--- src/rtl/core/tsrr_pkg.sv ---
// Shared types and constants for the thread slot round-robin scheduler.
`default_nettype none

package tsrr_pkg;

  localparam int SlotW = 4;
  localparam int CmdW  = 3;
  localparam int StatW = 3;

  typedef enum logic [CmdW-1:0] {
    CMD_ALLOC  = 3'd0,
    CMD_FREE   = 3'd1,
    CMD_ADD    = 3'd2,
    CMD_REMOVE = 3'd3,
    CMD_NEXT   = 3'd4,
    CMD_SETCUR = 3'd5
  } cmd_e;

  typedef enum logic [StatW-1:0] {
    STAT_OK       = 3'd0,
    STAT_NOSWITCH = 3'd1,
    STAT_FULL     = 3'd2,
    STAT_EMPTY    = 3'd3,
    STAT_BADSLOT  = 3'd4
  } status_e;

  typedef struct packed {
    logic             alloc_start;
    logic             free_en;
    logic [SlotW-1:0] free_slot;
  } pool_req_t;

  typedef struct packed {
    logic             done;
    logic             found;
    logic [SlotW-1:0] slot;
  } pool_rsp_t;

  typedef struct packed {
    logic             valid;
    logic [SlotW-1:0] slot;
    status_e          status;
  } result_t;

endpackage

`default_nettype wire

--- src/rtl/core/thread_slot_round_robin_scheduler.sv ---
// Thread slot round-robin scheduler: slot pool plus a doubly linked ready ring.
//
// Input channel (in_valid_i / in_stall_o) carries one command per transaction:
// allocate, free, add ready, remove ready, next ready or set current. Each
// command yields exactly one transaction on the output channel (out_valid_o /
// out_stall_i) with result_slot_o and status_o.
// Commands run one at a time. The ring links sit in two synchronous memories
// read in the acceptance cycle, so a command passes through an execute state
// and a done state before the next acceptance; add to a non-empty ring also
// needs a second write state (two writes per link memory). Allocate searches
// the in-use bits up to sixteen slots per cycle in its own scan state.
// The result is loaded into the output register from the done state. A
// stalled result holds in the output register while the next command is
// accepted and executed; that command then waits before its own result
// until the register frees.
// Reset empties the pool and the ring and clears the current thread; the link
// memories are not cleared and need no clearing pass.
`default_nettype none

module thread_slot_round_robin_scheduler #(
  parameter int NUM_SLOTS = 16
) (
  input  wire logic                              clk_i,
  input  wire logic                              rst_ni,
  input  wire logic                              in_valid_i,
  output logic                                   in_stall_o,
  input  wire logic [tsrr_pkg::CmdW-1:0]         command_i,
  input  wire logic [tsrr_pkg::SlotW-1:0]        slot_i,
  input  wire logic                              slot_valid_i,
  output logic                                   out_valid_o,
  input  wire logic                              out_stall_i,
  output logic      [tsrr_pkg::SlotW-1:0]        result_slot_o,
  output logic      [tsrr_pkg::StatW-1:0]        status_o
);

  localparam int SW = $clog2(NUM_SLOTS);

  tsrr_pkg::pool_req_t          pool_req;
  tsrr_pkg::pool_rsp_t          pool_rsp;
  tsrr_pkg::result_t            rsp;
  logic                         busy;
  logic                         out_free;
  logic [SW-1:0]                rd_addr;
  logic [SW-1:0]                next_rdata;
  logic [SW-1:0]                prev_rdata;
  logic                         next_we;
  logic [SW-1:0]                next_waddr;
  logic [SW-1:0]                next_wdata;
  logic                         prev_we;
  logic [SW-1:0]                prev_waddr;
  logic [SW-1:0]                prev_wdata;

  logic                         out_valid_q;
  logic [tsrr_pkg::SlotW-1:0]   out_slot_q;
  tsrr_pkg::status_e            out_status_q;

  assign out_free   = !out_valid_q || !out_stall_i;
  assign in_stall_o = busy;

  tsrr_ctrl #(
    .NUM_SLOTS(NUM_SLOTS)
  ) u_ctrl (
    .clk_i        (clk_i),
    .rst_ni       (rst_ni),
    .in_valid_i   (in_valid_i),
    .command_i    (command_i),
    .slot_i       (slot_i),
    .slot_valid_i (slot_valid_i),
    .busy_o       (busy),
    .out_free_i   (out_free),
    .rsp_o        (rsp),
    .pool_req_o   (pool_req),
    .pool_rsp_i   (pool_rsp),
    .rd_addr_o    (rd_addr),
    .next_rdata_i (next_rdata),
    .prev_rdata_i (prev_rdata),
    .next_we_o    (next_we),
    .next_waddr_o (next_waddr),
    .next_wdata_o (next_wdata),
    .prev_we_o    (prev_we),
    .prev_waddr_o (prev_waddr),
    .prev_wdata_o (prev_wdata)
  );

  tsrr_slot_pool #(
    .NUM_SLOTS(NUM_SLOTS)
  ) u_slot_pool (
    .clk_i  (clk_i),
    .rst_ni (rst_ni),
    .req_i  (pool_req),
    .rsp_o  (pool_rsp)
  );

  tsrr_link_mem #(
    .NUM_SLOTS(NUM_SLOTS)
  ) u_link_mem (
    .clk_i        (clk_i),
    .rd_addr_i    (rd_addr),
    .next_we_i    (next_we),
    .next_waddr_i (next_waddr),
    .next_wdata_i (next_wdata),
    .prev_we_i    (prev_we),
    .prev_waddr_i (prev_waddr),
    .prev_wdata_i (prev_wdata),
    .next_rdata_o (next_rdata),
    .prev_rdata_o (prev_rdata)
  );

  always_ff @(posedge clk_i or negedge rst_ni) begin
    if (!rst_ni) begin
      out_valid_q <= 1'b0;
    end else if (rsp.valid) begin
      out_valid_q <= 1'b1;
    end else if (!out_stall_i) begin
      out_valid_q <= 1'b0;
    end
  end

  always_ff @(posedge clk_i) begin
    if (rsp.valid) begin
      out_slot_q   <= rsp.slot;
      out_status_q <= rsp.status;
    end
  end

  assign out_valid_o   = out_valid_q;
  assign result_slot_o = out_slot_q;
  assign status_o      = out_status_q;

endmodule

`default_nettype wire

--- src/rtl/core/tsrr_link_mem.sv ---
// Next and previous link memories of the ready ring, with registered read data.
`default_nettype none

module tsrr_link_mem #(
  parameter int NUM_SLOTS = 16,
  localparam int SW = $clog2(NUM_SLOTS)
) (
  input  wire logic          clk_i,
  input  wire logic [SW-1:0] rd_addr_i,
  input  wire logic          next_we_i,
  input  wire logic [SW-1:0] next_waddr_i,
  input  wire logic [SW-1:0] next_wdata_i,
  input  wire logic          prev_we_i,
  input  wire logic [SW-1:0] prev_waddr_i,
  input  wire logic [SW-1:0] prev_wdata_i,
  output logic      [SW-1:0] next_rdata_o,
  output logic      [SW-1:0] prev_rdata_o
);

  logic [SW-1:0] next_mem [NUM_SLOTS];
  logic [SW-1:0] prev_mem [NUM_SLOTS];
  logic [SW-1:0] next_rdata_q;
  logic [SW-1:0] prev_rdata_q;

  always_ff @(posedge clk_i) begin
    if (next_we_i) begin
      next_mem[next_waddr_i] <= next_wdata_i;
    end
    next_rdata_q <= next_mem[rd_addr_i];
  end

  always_ff @(posedge clk_i) begin
    if (prev_we_i) begin
      prev_mem[prev_waddr_i] <= prev_wdata_i;
    end
    prev_rdata_q <= prev_mem[rd_addr_i];
  end

  assign next_rdata_o = next_rdata_q;
  assign prev_rdata_o = prev_rdata_q;

endmodule

`default_nettype wire

--- src/rtl/core/tsrr_slot_pool.sv ---
// Slot in-use bits with a lowest-free search over groups of up to sixteen slots.
`default_nettype none

module tsrr_slot_pool #(
  parameter int NUM_SLOTS = 16
) (
  input  wire logic                clk_i,
  input  wire logic                rst_ni,
  input  wire tsrr_pkg::pool_req_t req_i,
  output tsrr_pkg::pool_rsp_t      rsp_o
);

  localparam int SW   = $clog2(NUM_SLOTS);
  localparam int GRP  = (NUM_SLOTS < 16) ? NUM_SLOTS : 16;
  localparam int NGRP = (NUM_SLOTS + GRP - 1) / GRP;
  localparam int GW   = (NGRP > 1) ? $clog2(NGRP) : 1;
  localparam int OW   = $clog2(GRP);

  logic [NUM_SLOTS-1:0] in_use_q;
  logic                 scan_q;
  logic [GW-1:0]        grp_q;

  logic [NGRP*GRP-1:0]  in_use_pad;
  logic [GRP-1:0]       grp_bits;
  logic                 found;
  logic [OW-1:0]        off;
  logic [SW-1:0]        free_idx;
  logic                 last_grp;

  always_comb begin
    // padding past the last slot reads as taken
    in_use_pad                = '1;
    in_use_pad[NUM_SLOTS-1:0] = in_use_q;
    grp_bits = in_use_pad[int'(grp_q)*GRP +: GRP];
    found    = 1'b0;
    off      = '0;
    for (int i = GRP - 1; i >= 0; i--) begin
      if (!grp_bits[i]) begin
        found = 1'b1;
        off   = OW'(i);
      end
    end
    free_idx = SW'(int'(grp_q) * GRP + int'(off));
    last_grp = (int'(grp_q) == NGRP - 1);
  end

  assign rsp_o.done  = scan_q && (found || last_grp);
  assign rsp_o.found = scan_q && found;
  assign rsp_o.slot  = tsrr_pkg::SlotW'(free_idx);

  always_ff @(posedge clk_i or negedge rst_ni) begin
    if (!rst_ni) begin
      in_use_q <= '0;
      scan_q   <= 1'b0;
      grp_q    <= '0;
    end else begin
      if (req_i.alloc_start) begin
        scan_q <= 1'b1;
        grp_q  <= '0;
      end else if (scan_q) begin
        if (found || last_grp) begin
          scan_q <= 1'b0;
          if (found) begin
            in_use_q[free_idx] <= 1'b1;
          end
        end else begin
          grp_q <= grp_q + GW'(1);
        end
      end
      if (req_i.free_en) begin
        in_use_q[SW'(req_i.free_slot)] <= 1'b0;
      end
    end
  end

endmodule

`default_nettype wire

--- src/rtl/core/tsrr_ctrl.sv ---
// Command sequencer: ring head, membership, current thread and link updates.
`default_nettype none

module tsrr_ctrl #(
  parameter int NUM_SLOTS = 16,
  localparam int SW = $clog2(NUM_SLOTS)
) (
  input  wire logic                             clk_i,
  input  wire logic                             rst_ni,
  input  wire logic                             in_valid_i,
  input  wire logic [tsrr_pkg::CmdW-1:0]        command_i,
  input  wire logic [tsrr_pkg::SlotW-1:0]       slot_i,
  input  wire logic                             slot_valid_i,
  output logic                                  busy_o,
  input  wire logic                             out_free_i,
  output tsrr_pkg::result_t                     rsp_o,
  output tsrr_pkg::pool_req_t                   pool_req_o,
  input  wire tsrr_pkg::pool_rsp_t              pool_rsp_i,
  output logic      [SW-1:0]                    rd_addr_o,
  input  wire logic [SW-1:0]                    next_rdata_i,
  input  wire logic [SW-1:0]                    prev_rdata_i,
  output logic                                  next_we_o,
  output logic      [SW-1:0]                    next_waddr_o,
  output logic      [SW-1:0]                    next_wdata_o,
  output logic                                  prev_we_o,
  output logic      [SW-1:0]                    prev_waddr_o,
  output logic      [SW-1:0]                    prev_wdata_o
);

  typedef enum logic [4:0] {
    ST_IDLE   = 5'b00001,
    ST_EXEC   = 5'b00010,
    ST_WRITE2 = 5'b00100,
    ST_SCAN   = 5'b01000,
    ST_DONE   = 5'b10000
  } state_e;

  state_e                       state_q, state_d;
  tsrr_pkg::cmd_e               cmd_q, cmd_d;
  logic [tsrr_pkg::SlotW-1:0]   slot_q, slot_d;
  logic                         sv_q, sv_d;
  logic [tsrr_pkg::SlotW-1:0]   res_q, res_d;
  tsrr_pkg::status_e            st_q, st_d;
  logic [SW-1:0]                head_q, head_d;
  logic                         nonempty_q, nonempty_d;
  logic [tsrr_pkg::SlotW-1:0]   cur_q, cur_d;
  logic                         cur_valid_q, cur_valid_d;
  logic [NUM_SLOTS-1:0]         in_ring_q, in_ring_d;

  logic [SW-1:0]                sidx;
  logic                         in_rng;

  assign sidx   = SW'(slot_q);
  assign in_rng = (int'(slot_q) < NUM_SLOTS);
  assign busy_o = (state_q != ST_IDLE);

  // remove reads the slot's own links, add and next ready read around the head
  assign rd_addr_o = (tsrr_pkg::cmd_e'(command_i) == tsrr_pkg::CMD_REMOVE) ? SW'(slot_i)
                                                                           : head_q;

  always_comb begin
    state_d      = state_q;
    cmd_d        = cmd_q;
    slot_d       = slot_q;
    sv_d         = sv_q;
    res_d        = res_q;
    st_d         = st_q;
    head_d       = head_q;
    nonempty_d   = nonempty_q;
    cur_d        = cur_q;
    cur_valid_d  = cur_valid_q;
    in_ring_d    = in_ring_q;
    pool_req_o   = '0;
    rsp_o        = '0;
    next_we_o    = 1'b0;
    next_waddr_o = sidx;
    next_wdata_o = sidx;
    prev_we_o    = 1'b0;
    prev_waddr_o = sidx;
    prev_wdata_o = sidx;

    unique case (state_q)
      ST_IDLE: begin
        if (in_valid_i) begin
          cmd_d  = tsrr_pkg::cmd_e'(command_i);
          slot_d = slot_i;
          sv_d   = slot_valid_i;
          res_d  = '0;
          st_d   = tsrr_pkg::STAT_OK;
          if (tsrr_pkg::cmd_e'(command_i) == tsrr_pkg::CMD_ALLOC) begin
            pool_req_o.alloc_start = 1'b1;
            state_d                = ST_SCAN;
          end else begin
            state_d = ST_EXEC;
          end
        end
      end

      ST_SCAN: begin
        if (pool_rsp_i.done) begin
          if (pool_rsp_i.found) begin
            res_d = pool_rsp_i.slot;
            st_d  = tsrr_pkg::STAT_OK;
          end else begin
            st_d  = tsrr_pkg::STAT_FULL;
          end
          state_d = ST_DONE;
        end
      end

      ST_EXEC: begin
        state_d = ST_DONE;
        case (cmd_q)
          tsrr_pkg::CMD_FREE: begin
            if (!in_rng) begin
              st_d = tsrr_pkg::STAT_BADSLOT;
            end else begin
              pool_req_o.free_en   = 1'b1;
              pool_req_o.free_slot = slot_q;
            end
          end
          tsrr_pkg::CMD_ADD: begin
            if (!in_rng || in_ring_q[sidx]) begin
              st_d = tsrr_pkg::STAT_BADSLOT;
            end else begin
              in_ring_d[sidx] = 1'b1;
              if (nonempty_q) begin
                // splice after the tail; head side follows in the next cycle
                next_we_o    = 1'b1;
                next_waddr_o = prev_rdata_i;
                next_wdata_o = sidx;
                prev_we_o    = 1'b1;
                prev_waddr_o = sidx;
                prev_wdata_o = prev_rdata_i;
                state_d      = ST_WRITE2;
              end else begin
                head_d     = sidx;
                nonempty_d = 1'b1;
                next_we_o  = 1'b1;
                prev_we_o  = 1'b1;
              end
            end
          end
          tsrr_pkg::CMD_REMOVE: begin
            if (!in_rng || !in_ring_q[sidx]) begin
              st_d = tsrr_pkg::STAT_BADSLOT;
            end else begin
              in_ring_d[sidx] = 1'b0;
              if (next_rdata_i == sidx) begin
                nonempty_d = 1'b0;
                head_d     = '0;
              end else begin
                next_we_o    = 1'b1;
                next_waddr_o = prev_rdata_i;
                next_wdata_o = next_rdata_i;
                prev_we_o    = 1'b1;
                prev_waddr_o = next_rdata_i;
                prev_wdata_o = prev_rdata_i;
                if (head_q == sidx) begin
                  head_d = next_rdata_i;
                end
              end
            end
          end
          tsrr_pkg::CMD_NEXT: begin
            if (!nonempty_q) begin
              st_d = tsrr_pkg::STAT_EMPTY;
            end else begin
              res_d  = tsrr_pkg::SlotW'(head_q);
              head_d = next_rdata_i;
              st_d   = (cur_valid_q && cur_q == tsrr_pkg::SlotW'(head_q))
                       ? tsrr_pkg::STAT_NOSWITCH : tsrr_pkg::STAT_OK;
            end
          end
          tsrr_pkg::CMD_SETCUR: begin
            if (!sv_q) begin
              cur_valid_d = 1'b0;
              cur_d       = '0;
            end else if (!in_rng) begin
              st_d = tsrr_pkg::STAT_BADSLOT;
            end else begin
              cur_valid_d = 1'b1;
              cur_d       = slot_q;
            end
          end
          default: begin
          end
        endcase
      end

      ST_WRITE2: begin
        next_we_o    = 1'b1;
        next_waddr_o = sidx;
        next_wdata_o = head_q;
        prev_we_o    = 1'b1;
        prev_waddr_o = head_q;
        prev_wdata_o = sidx;
        state_d      = ST_DONE;
      end

      ST_DONE: begin
        if (out_free_i) begin
          rsp_o.valid  = 1'b1;
          rsp_o.slot   = res_q;
          rsp_o.status = st_q;
          state_d      = ST_IDLE;
        end
      end

      default: begin
        state_d = ST_IDLE;
      end
    endcase
  end

  always_ff @(posedge clk_i or negedge rst_ni) begin
    if (!rst_ni) begin
      state_q     <= ST_IDLE;
      head_q      <= '0;
      nonempty_q  <= 1'b0;
      cur_q       <= '0;
      cur_valid_q <= 1'b0;
      in_ring_q   <= '0;
    end else begin
      state_q     <= state_d;
      head_q      <= head_d;
      nonempty_q  <= nonempty_d;
      cur_q       <= cur_d;
      cur_valid_q <= cur_valid_d;
      in_ring_q   <= in_ring_d;
    end
  end

  always_ff @(posedge clk_i) begin
    cmd_q  <= cmd_d;
    slot_q <= slot_d;
    sv_q   <= sv_d;
    res_q  <= res_d;
    st_q   <= st_d;
  end

endmodule

`default_nettype wire

--- config.mk ---
export PLATFORM = sky130hd
export DESIGN_NAME = thread_slot_round_robin_scheduler
export DESIGN_NICKNAME = d
export VERILOG_FILES = /design/src/rtl/core/tsrr_pkg.sv /design/src/rtl/core/thread_slot_round_robin_scheduler.sv /design/src/rtl/core/tsrr_link_mem.sv /design/src/rtl/core/tsrr_slot_pool.sv /design/src/rtl/core/tsrr_ctrl.sv
export SDC_FILE = /design/constraint.sdc
export NUM_CORES = 1
export LEC_CHECK = 0
export BUFFER_PORTS_ARGS = -buffer_cell sky130_fd_sc_hd__buf_2
export CAP_MARGIN = 20
export CORE_MARGIN = 4
export CORE_UTILIZATION = 56
export DETAILED_ROUTE_END_ITERATION = 6
export GPL_TIMING_DRIVEN = 0
export MAX_ROUTING_LAYER = met4
export PLACE_DENSITY = 0.86
export SLEW_MARGIN = 20
export SYNTH_ARGS = -nofsm -noshare
export SYNTH_HDL_FRONTEND = slang
export SYNTH_SLANG_ARGS = --single-unit
--- constraint.sdc ---
create_clock -name clk_i -period 3.1 [get_ports clk_i]
set_input_delay 0.31 -clock clk_i [delete_from_list [all_inputs] [get_ports clk_i]]
set_output_delay 0.31 -clock clk_i [all_outputs]
set_load 0.01 [all_outputs]
**Word-level counts from Yosys, hierarchy flattened**

Memories as Yosys holds them, arrays and structs flattened. A register that Yosys moved wholly into a read port is not among the register bits.
Cells that the tools add are included.

- $add $sub $neg: 2
- Order comparisons: 6
- Equality and inequality tests: 32
- Shift operators: 1
- Muxes and demuxes: 117
- Bitwise operators: 7
- Reduce and logical (&&, ||, !) cells: 25

Operator list:

| cell | count |
|---|---|
| 4-bit two-way mux | 38 |
| 16-bit two-way mux | 7 |
| 1-bit two-way mux | 41 |
| 5-bit two-way mux | 8 |
| 16-bit AND | 2 |
| 16-bit inverter | 2 |
| 16-bit bitwise OR | 2 |
| 16-bit one-hot mux with 2 select lines | 1 |
| 5-bit one-hot mux with 5 select lines | 1 |
| 4-bit one-hot mux with 3 select lines | 2 |
| 3-bit one-hot mux with 3 select lines | 2 |
| 8-bit two-way mux | 2 |
| 2-bit != test (second input constant) | 8 |
| 4-bit one-hot mux with 2 select lines | 2 |
| 16-bit by 6-bit indexed part select with 16-bit output | 1 |
| 4-bit by 5-bit less-than comparator with 1-bit output (second input constant) | 3 |
| 3-bit two-way mux | 5 |
| 1-bit demux with 4-bit select | 3 |
| 4-bit equality test | 3 |
| 4-bit by 1-bit greater-or-equal comparator with 1-bit output (second input constant) | 3 |
| 6-bit AND reduction | 2 |
| 2-bit by 1-bit != test with 1-bit output (second input constant) | 5 |
| 3-bit by 2-bit equality test with 1-bit output (second input constant) | 3 |
| 2-bit AND reduction | 4 |
| other kinds (28) | 40 |

- Flip-flop bits (word level): 72
- Memory bits (writable): 128
- Input bits: 12
- Output and inout port bits: 9
- Word-level logic and storage cells: 209
- Memories: 2

Memories:

| memory | depth | bits a word | rd ports | clocked after memory_dff | write ports | RTL line | text |
|---|---|---|---|---|---|---|---|
| u_link_mem.next_mem | 16 | 4 | 1 | 1 | 1 | tsrr_link_mem.sv:20 | `logic [SW-1:0] next_mem [NUM_SLOTS];` |
| u_link_mem.prev_mem | 16 | 4 | 1 | 1 | 1 | tsrr_link_mem.sv:21 | `logic [SW-1:0] prev_mem [NUM_SLOTS];` |

**Depth between registers and ports, before layout**

- Depth in word-level cells: 29
- Gate-level depth with buffers: 10
- Gate-level depth less buffers: 8

**Modules after synthesis**

A second synthesis with hierarchy kept.

- Cells, all modules: 656
- Area total of the unflattened synthesis: 9449.1 sq um

By module, submodules not included:

| module | instances | cells each | area each (sq um) | seq. area each (sq um) |
|---|---|---|---|---|
| tsrr_link_mem | 1 | 252 | 5257.5 | 4003.8 |
| tsrr_ctrl | 1 | 263 | 2834.0 | 1227.4 |
| tsrr_slot_pool | 1 | 131 | 1111.1 | 450.4 |
| thread_slot_round_robin_scheduler | 1 | 10 | 246.5 | 235.2 |

**Least setup slack after synthesis**

OpenSTA, ideal clock, no wires.

- Path type: reg-to-reg
- From: register u_ctrl.slot_q, in the netlist u_ctrl.sidx[1]
- To: memory u_link_mem.prev_mem[0][0] (netlist bit), enable pin
- Library setup time: 0.329 ns
- Data arrival time: 2.677 ns
- Required time: 2.771 ns
- Setup slack: 0.094 ns
- Stages on the path, launching flop included: 9
- Buffers on the path: 1
- Period minus slack after synthesis: 3.006 ns
- Path through: edfxtp_1 > buf_6 > mux4_2 > mux2i_1 > mux2i_2 > and2_4 > a221o_1 > or3_4 > nor2_1

- Elaborated cells between the ends (all ways): 14
- Those cells by class: eq/ne: 1; mux: 13

RTL lines:

| what | RTL line | text |
|---|---|---|
| start, declared | tsrr_ctrl.sv:40 | `logic [tsrr_pkg::SlotW-1:0] slot_q, slot_d;` |
| start signal, assigned | tsrr_ctrl.sv:236 | `slot_q <= slot_d;` |
| 1-bit binary-select mux with 4-bit select / 4-bit equality test (equally long branches) | tsrr_ctrl.sv:123, tsrr_ctrl.sv:145, tsrr_ctrl.sv:149 |  |
| 1-bit two-way mux (not written as such) / 4-bit two-way mux (equally long branches) | -- |  |
| 4-bit two-way mux * (2 in a row) | -- |  |
| 4-bit one-hot mux with 2 select lines * | -- |  |
| net next_wdata[0] | thread_slot_round_robin_scheduler.sv:48 | `logic [SW-1:0] next_wdata;` |
| end, declared | tsrr_link_mem.sv:21 |  |

Mark *: on every way through the listed nets, which the timed path passes. The rest lies on a longest branch. The select of a mux whose other input is x is not followed.

**Worst setup path after layout**

- From: register u_ctrl.slot_q, in the netlist u_ctrl.sidx[1]
- To: memory u_link_mem.prev_mem[2][0] (netlist bit), enable pin

The elaborated chain is that of the path after synthesis.

==> impl_results.md <==
- Status: finished, violations left
- Failing checks: setup timing
- Clock tree from TritonCTS: done
- Worst path arrival time: 3.49 ns
- Antenna viol nets, final: 0
- Worst Setup Start Kind: register
- Area Growth Syn to Fin: 15.6%
- Initial antenna violation count: 0
- Starting Density: 0.570
- DP Cell Count: 1060
- Core area: about 0.017 mm²
- CP max FO: 7
- Sequential area share after synthesis: 0.628
- Longest Clk Path Bufs: 3
- Minimum clock period after layout: 3.30 ns
- Largest family of logic cells by synthesized area: simple AND/OR/NAND/NOR gates
- Io pins: 21
- Clock transition at path regs: around 0.070 ns
- Maximum level of the CTS H-tree: 1
- Post-Route WL: 25200 µm
- Number of port buffers: 20
- Compound-Gate Fraction of Synth Area: 0.125
- Async set-reset flop share out of synthesis: 0.240
- Fin. max-slew vios: 0
- Synth Area in Adders: 0
- Max capacitance violation total: 0
- Fin Hold WS: 0.0285 ns
- Crit Path Category: register to register
- Power per cell area: 799 mW/mm²
- CP Capture Type: register
- Post-synth EDFFs: 150
- Final Hold Vio Count: 0
- Worst vdd ir: 496 µV
- Final Non-Filler Cells: 1111
- Cells after synthesis: ~800
- FF+latch count, synth: ~210
- Max layer used: met4
- Mapped cell area: between 0.009 and 0.01 mm²
- # rows: 47
- Commonest cells in the netlist: edfxtp_1 (150), nand2_1 (120), nor2_1 (90)
- Vias: 7421
- Pin count of the biggest net entering global routing: between 50 and 60
- Met3 wire length: 2650 µm
- Total die area: 0.0190 mm²
- Worst-Margin Slew: 1.07 ns
- Yosys top cell by area: edfxtp_1
- Share of layout cells above drive strength 1: 0.175
- Largest cells by area after synthesis: edfxtp_1 (48%), dfrtp_1 (13%), nand2_1 (4.8%), nor2_1 (3.6%), a211oi_1 (3.3%)
- Lkg Pwr: 3.87 nW
- Total gr overflow: 0
- CP required: between 3 and 4 ns
- Root Buffer: clkbuf_16
- Total CTS buffers: 20
- Vias in the first global route: 7101
- Placed cell areas: 0.00980 mm²
- First-pass GRT wire length: 38000 µm
- RSZ-0062 raised after global routing: true
- Diodes inserted: 0
- Syn avg cell area: 11.5 µm²
- Yosys top cell area share: 0.478
- Clock Latency Late Sink: 0.50 ns
- Slew Limit Headroom: 0.266
- Die H: 138 µm
- DR WL met2: 11900 µm
- NumNets Final: 889
- Cell variety after synth: 54
- Simple-Gate Fraction of Synth Area: 0.165
- Worst Skew: 0.0140 ns
- GRT Overall Usage: 0.269
- DP Wirelength: 15500 µm
- Fmax: between 300 and 400 MHz
- Most common cell in the netlist: edfxtp_1
- Post-route DRC violation count: 0
- Routed WL per cell: ~23 µm
- Post-Layout Inst Area: approximately 0.011 mm²
- Setup ws final: -0.200 ns
- # setup viols final: 52
- YS warnings: 0
- Routability Congestion: a little under 1
- Die X: 138 µm
- Worst min path class: primary input to register
- Synthesized Nets: 832
- Final Cycle Share: 1.06
- Sink Count: 208
- Wire length on met1: 9160 µm
- Synth Flop Type: edfxtp_1
- Post-synthesis xor/xnor area fraction: 0.0121
- 1st-iter DRT viols: 1231
- Drt via density: 6.68
- Drt first pass iters: 6
- Mux contribution to synthesized area: 0.0448
## critical path, cell delays in order (launching register included)
cell and delay, ns:
edfxtp_1 0.35, buf_6 0.16, mux4_2 0.55, mux2i_4 0.23, mux2i_4 0.13, buf_6 0.16
and2_4 0.19, a221oi_4 0.38, clkinvlp_4 0.18, or3_4 0.46, nor2_4 0.20
## stage by stage
| stage | utilization | setup TNS, ns | setup WS, ns | power [mW] |
|---|---|---|---|---|
| 5_1_grt | 0.659 | -11.31 | -0.260 | 8.96 |
| 3_3_place_gp | 0.593 | -33.53 | -0.448 | 5.78 |
| 2_1_floorplan | - | 0 | 0.0936 | 5.10 |
| 4_1_cts | 0.651 | -0.0427 | -0.00507 | 8.51 |
| 6_report | 0.659 | -6.49 | -0.200 | 8.70 |
| 3_5_place_dp | 0.593 | -52.49 | -0.505 | 5.86 |
## area by class of cell
type | count | area, µm²
clock inverter | 7 | 109
inverter | 15 | 60.1
sequential | 208 | 5920
buffer | 44 | 185
clock buffer | 29 | 576
multi-input combinational | 553 | 3550
tap | 220 | 275
fill | 1060 | 5630
timing repair buffer | 35 | 224
## cells by family (layout without fill, tap and decap cells)
group	count (synthesis)	count (layout)
and+or+nand+nor	332	332
DFF	208	208
AOI/OAI and AO/OA	173	174
buffers and inverters	60	130
muxes	34	34
xor gates and xnor gates	13	13
## flip-flops by register name, summed over array words and instances (netlist names), 3 cells and up, named ones only
name,cells
u_ctrl.sidx,4
u_link_mem.prev_mem,64
u_ctrl.head_q,4
u_slot_pool.in_use_pad,16
u_ctrl.cmd_q,3
result_slot_o,4
u_ctrl.res_q,4
u_ctrl.state_q,5
u_link_mem.next_rdata_o,4
u_ctrl.st_q,3
u_link_mem.prev_rdata_o,4
u_link_mem.next_mem,64
status_o,3
u_ctrl.cur_q,4
## power breakdown
part / switching (mW) / total (mW) / internal, mW
logic: 1.74 / 2.51 / 0.768
clock network: 1.01 / 2.55 / 1.54
registers: 0.273 / 3.64 / 3.37
total: 3.03 / 8.70 / 5.67
## path summary, 6_finish.rpt
| check | start | endpoint | slack [ns] | cells after the start |
|---|---|---|---|---|
| max reg2reg | u_ctrl.sidx[1] | u_link_mem.prev_mem[2][0] | -0.20 | 10 |
| min | command_i[2] | u_ctrl.cmd_q[2] | 0.03 | 1 |
| min in group asynchronous | rst_ni | u_slot_pool.grp_q | 0.38 | 2 |
| min reg2reg | u_ctrl.cur_q[1] | u_ctrl.cur_q[1] | 0.50 | 2 |
| max in group asynchronous | rst_ni | out_valid_o | 2.28 | 2 |
| max | u_ctrl.sidx[1] | u_link_mem.prev_mem[2][0] | -0.20 | 10 |
## layout by cell type (no fill, tap or decap), types with 22 or more instances in the layout
cell type / instances
edfxtp_1: 150
and2_1: 50
clkbuf_1: 39
a31oi_1: 30
dfrtp_1: 49
nand2_1: 116
a21oi_1: 35
mux2_2: 22
a211oi_1: 42
nor2_1: 62
## routing by layer
| layer | global-route usage | vias to the layer above |
|---|---|---|
| li1 | - | 3138 |
| met1 | 0.349 | 3529 |
| met5 | - | - |
| met3 | 0.0358 | 137 |
| met4 | 0.125 | 0 |
| met2 | 0.426 | 617 |
## what timing repair did
action | CTS | global route
setup buffers | 7 | 6
resized for setup | 56 | 23
pin swaps | 3 | 8
hold buffers | 1 | 1
cloned | 1 | 0
setup endpoints to repair | 208 | 205
hold endpoints to repair | 1 | 49
Power figures use the tool's default switching activity.
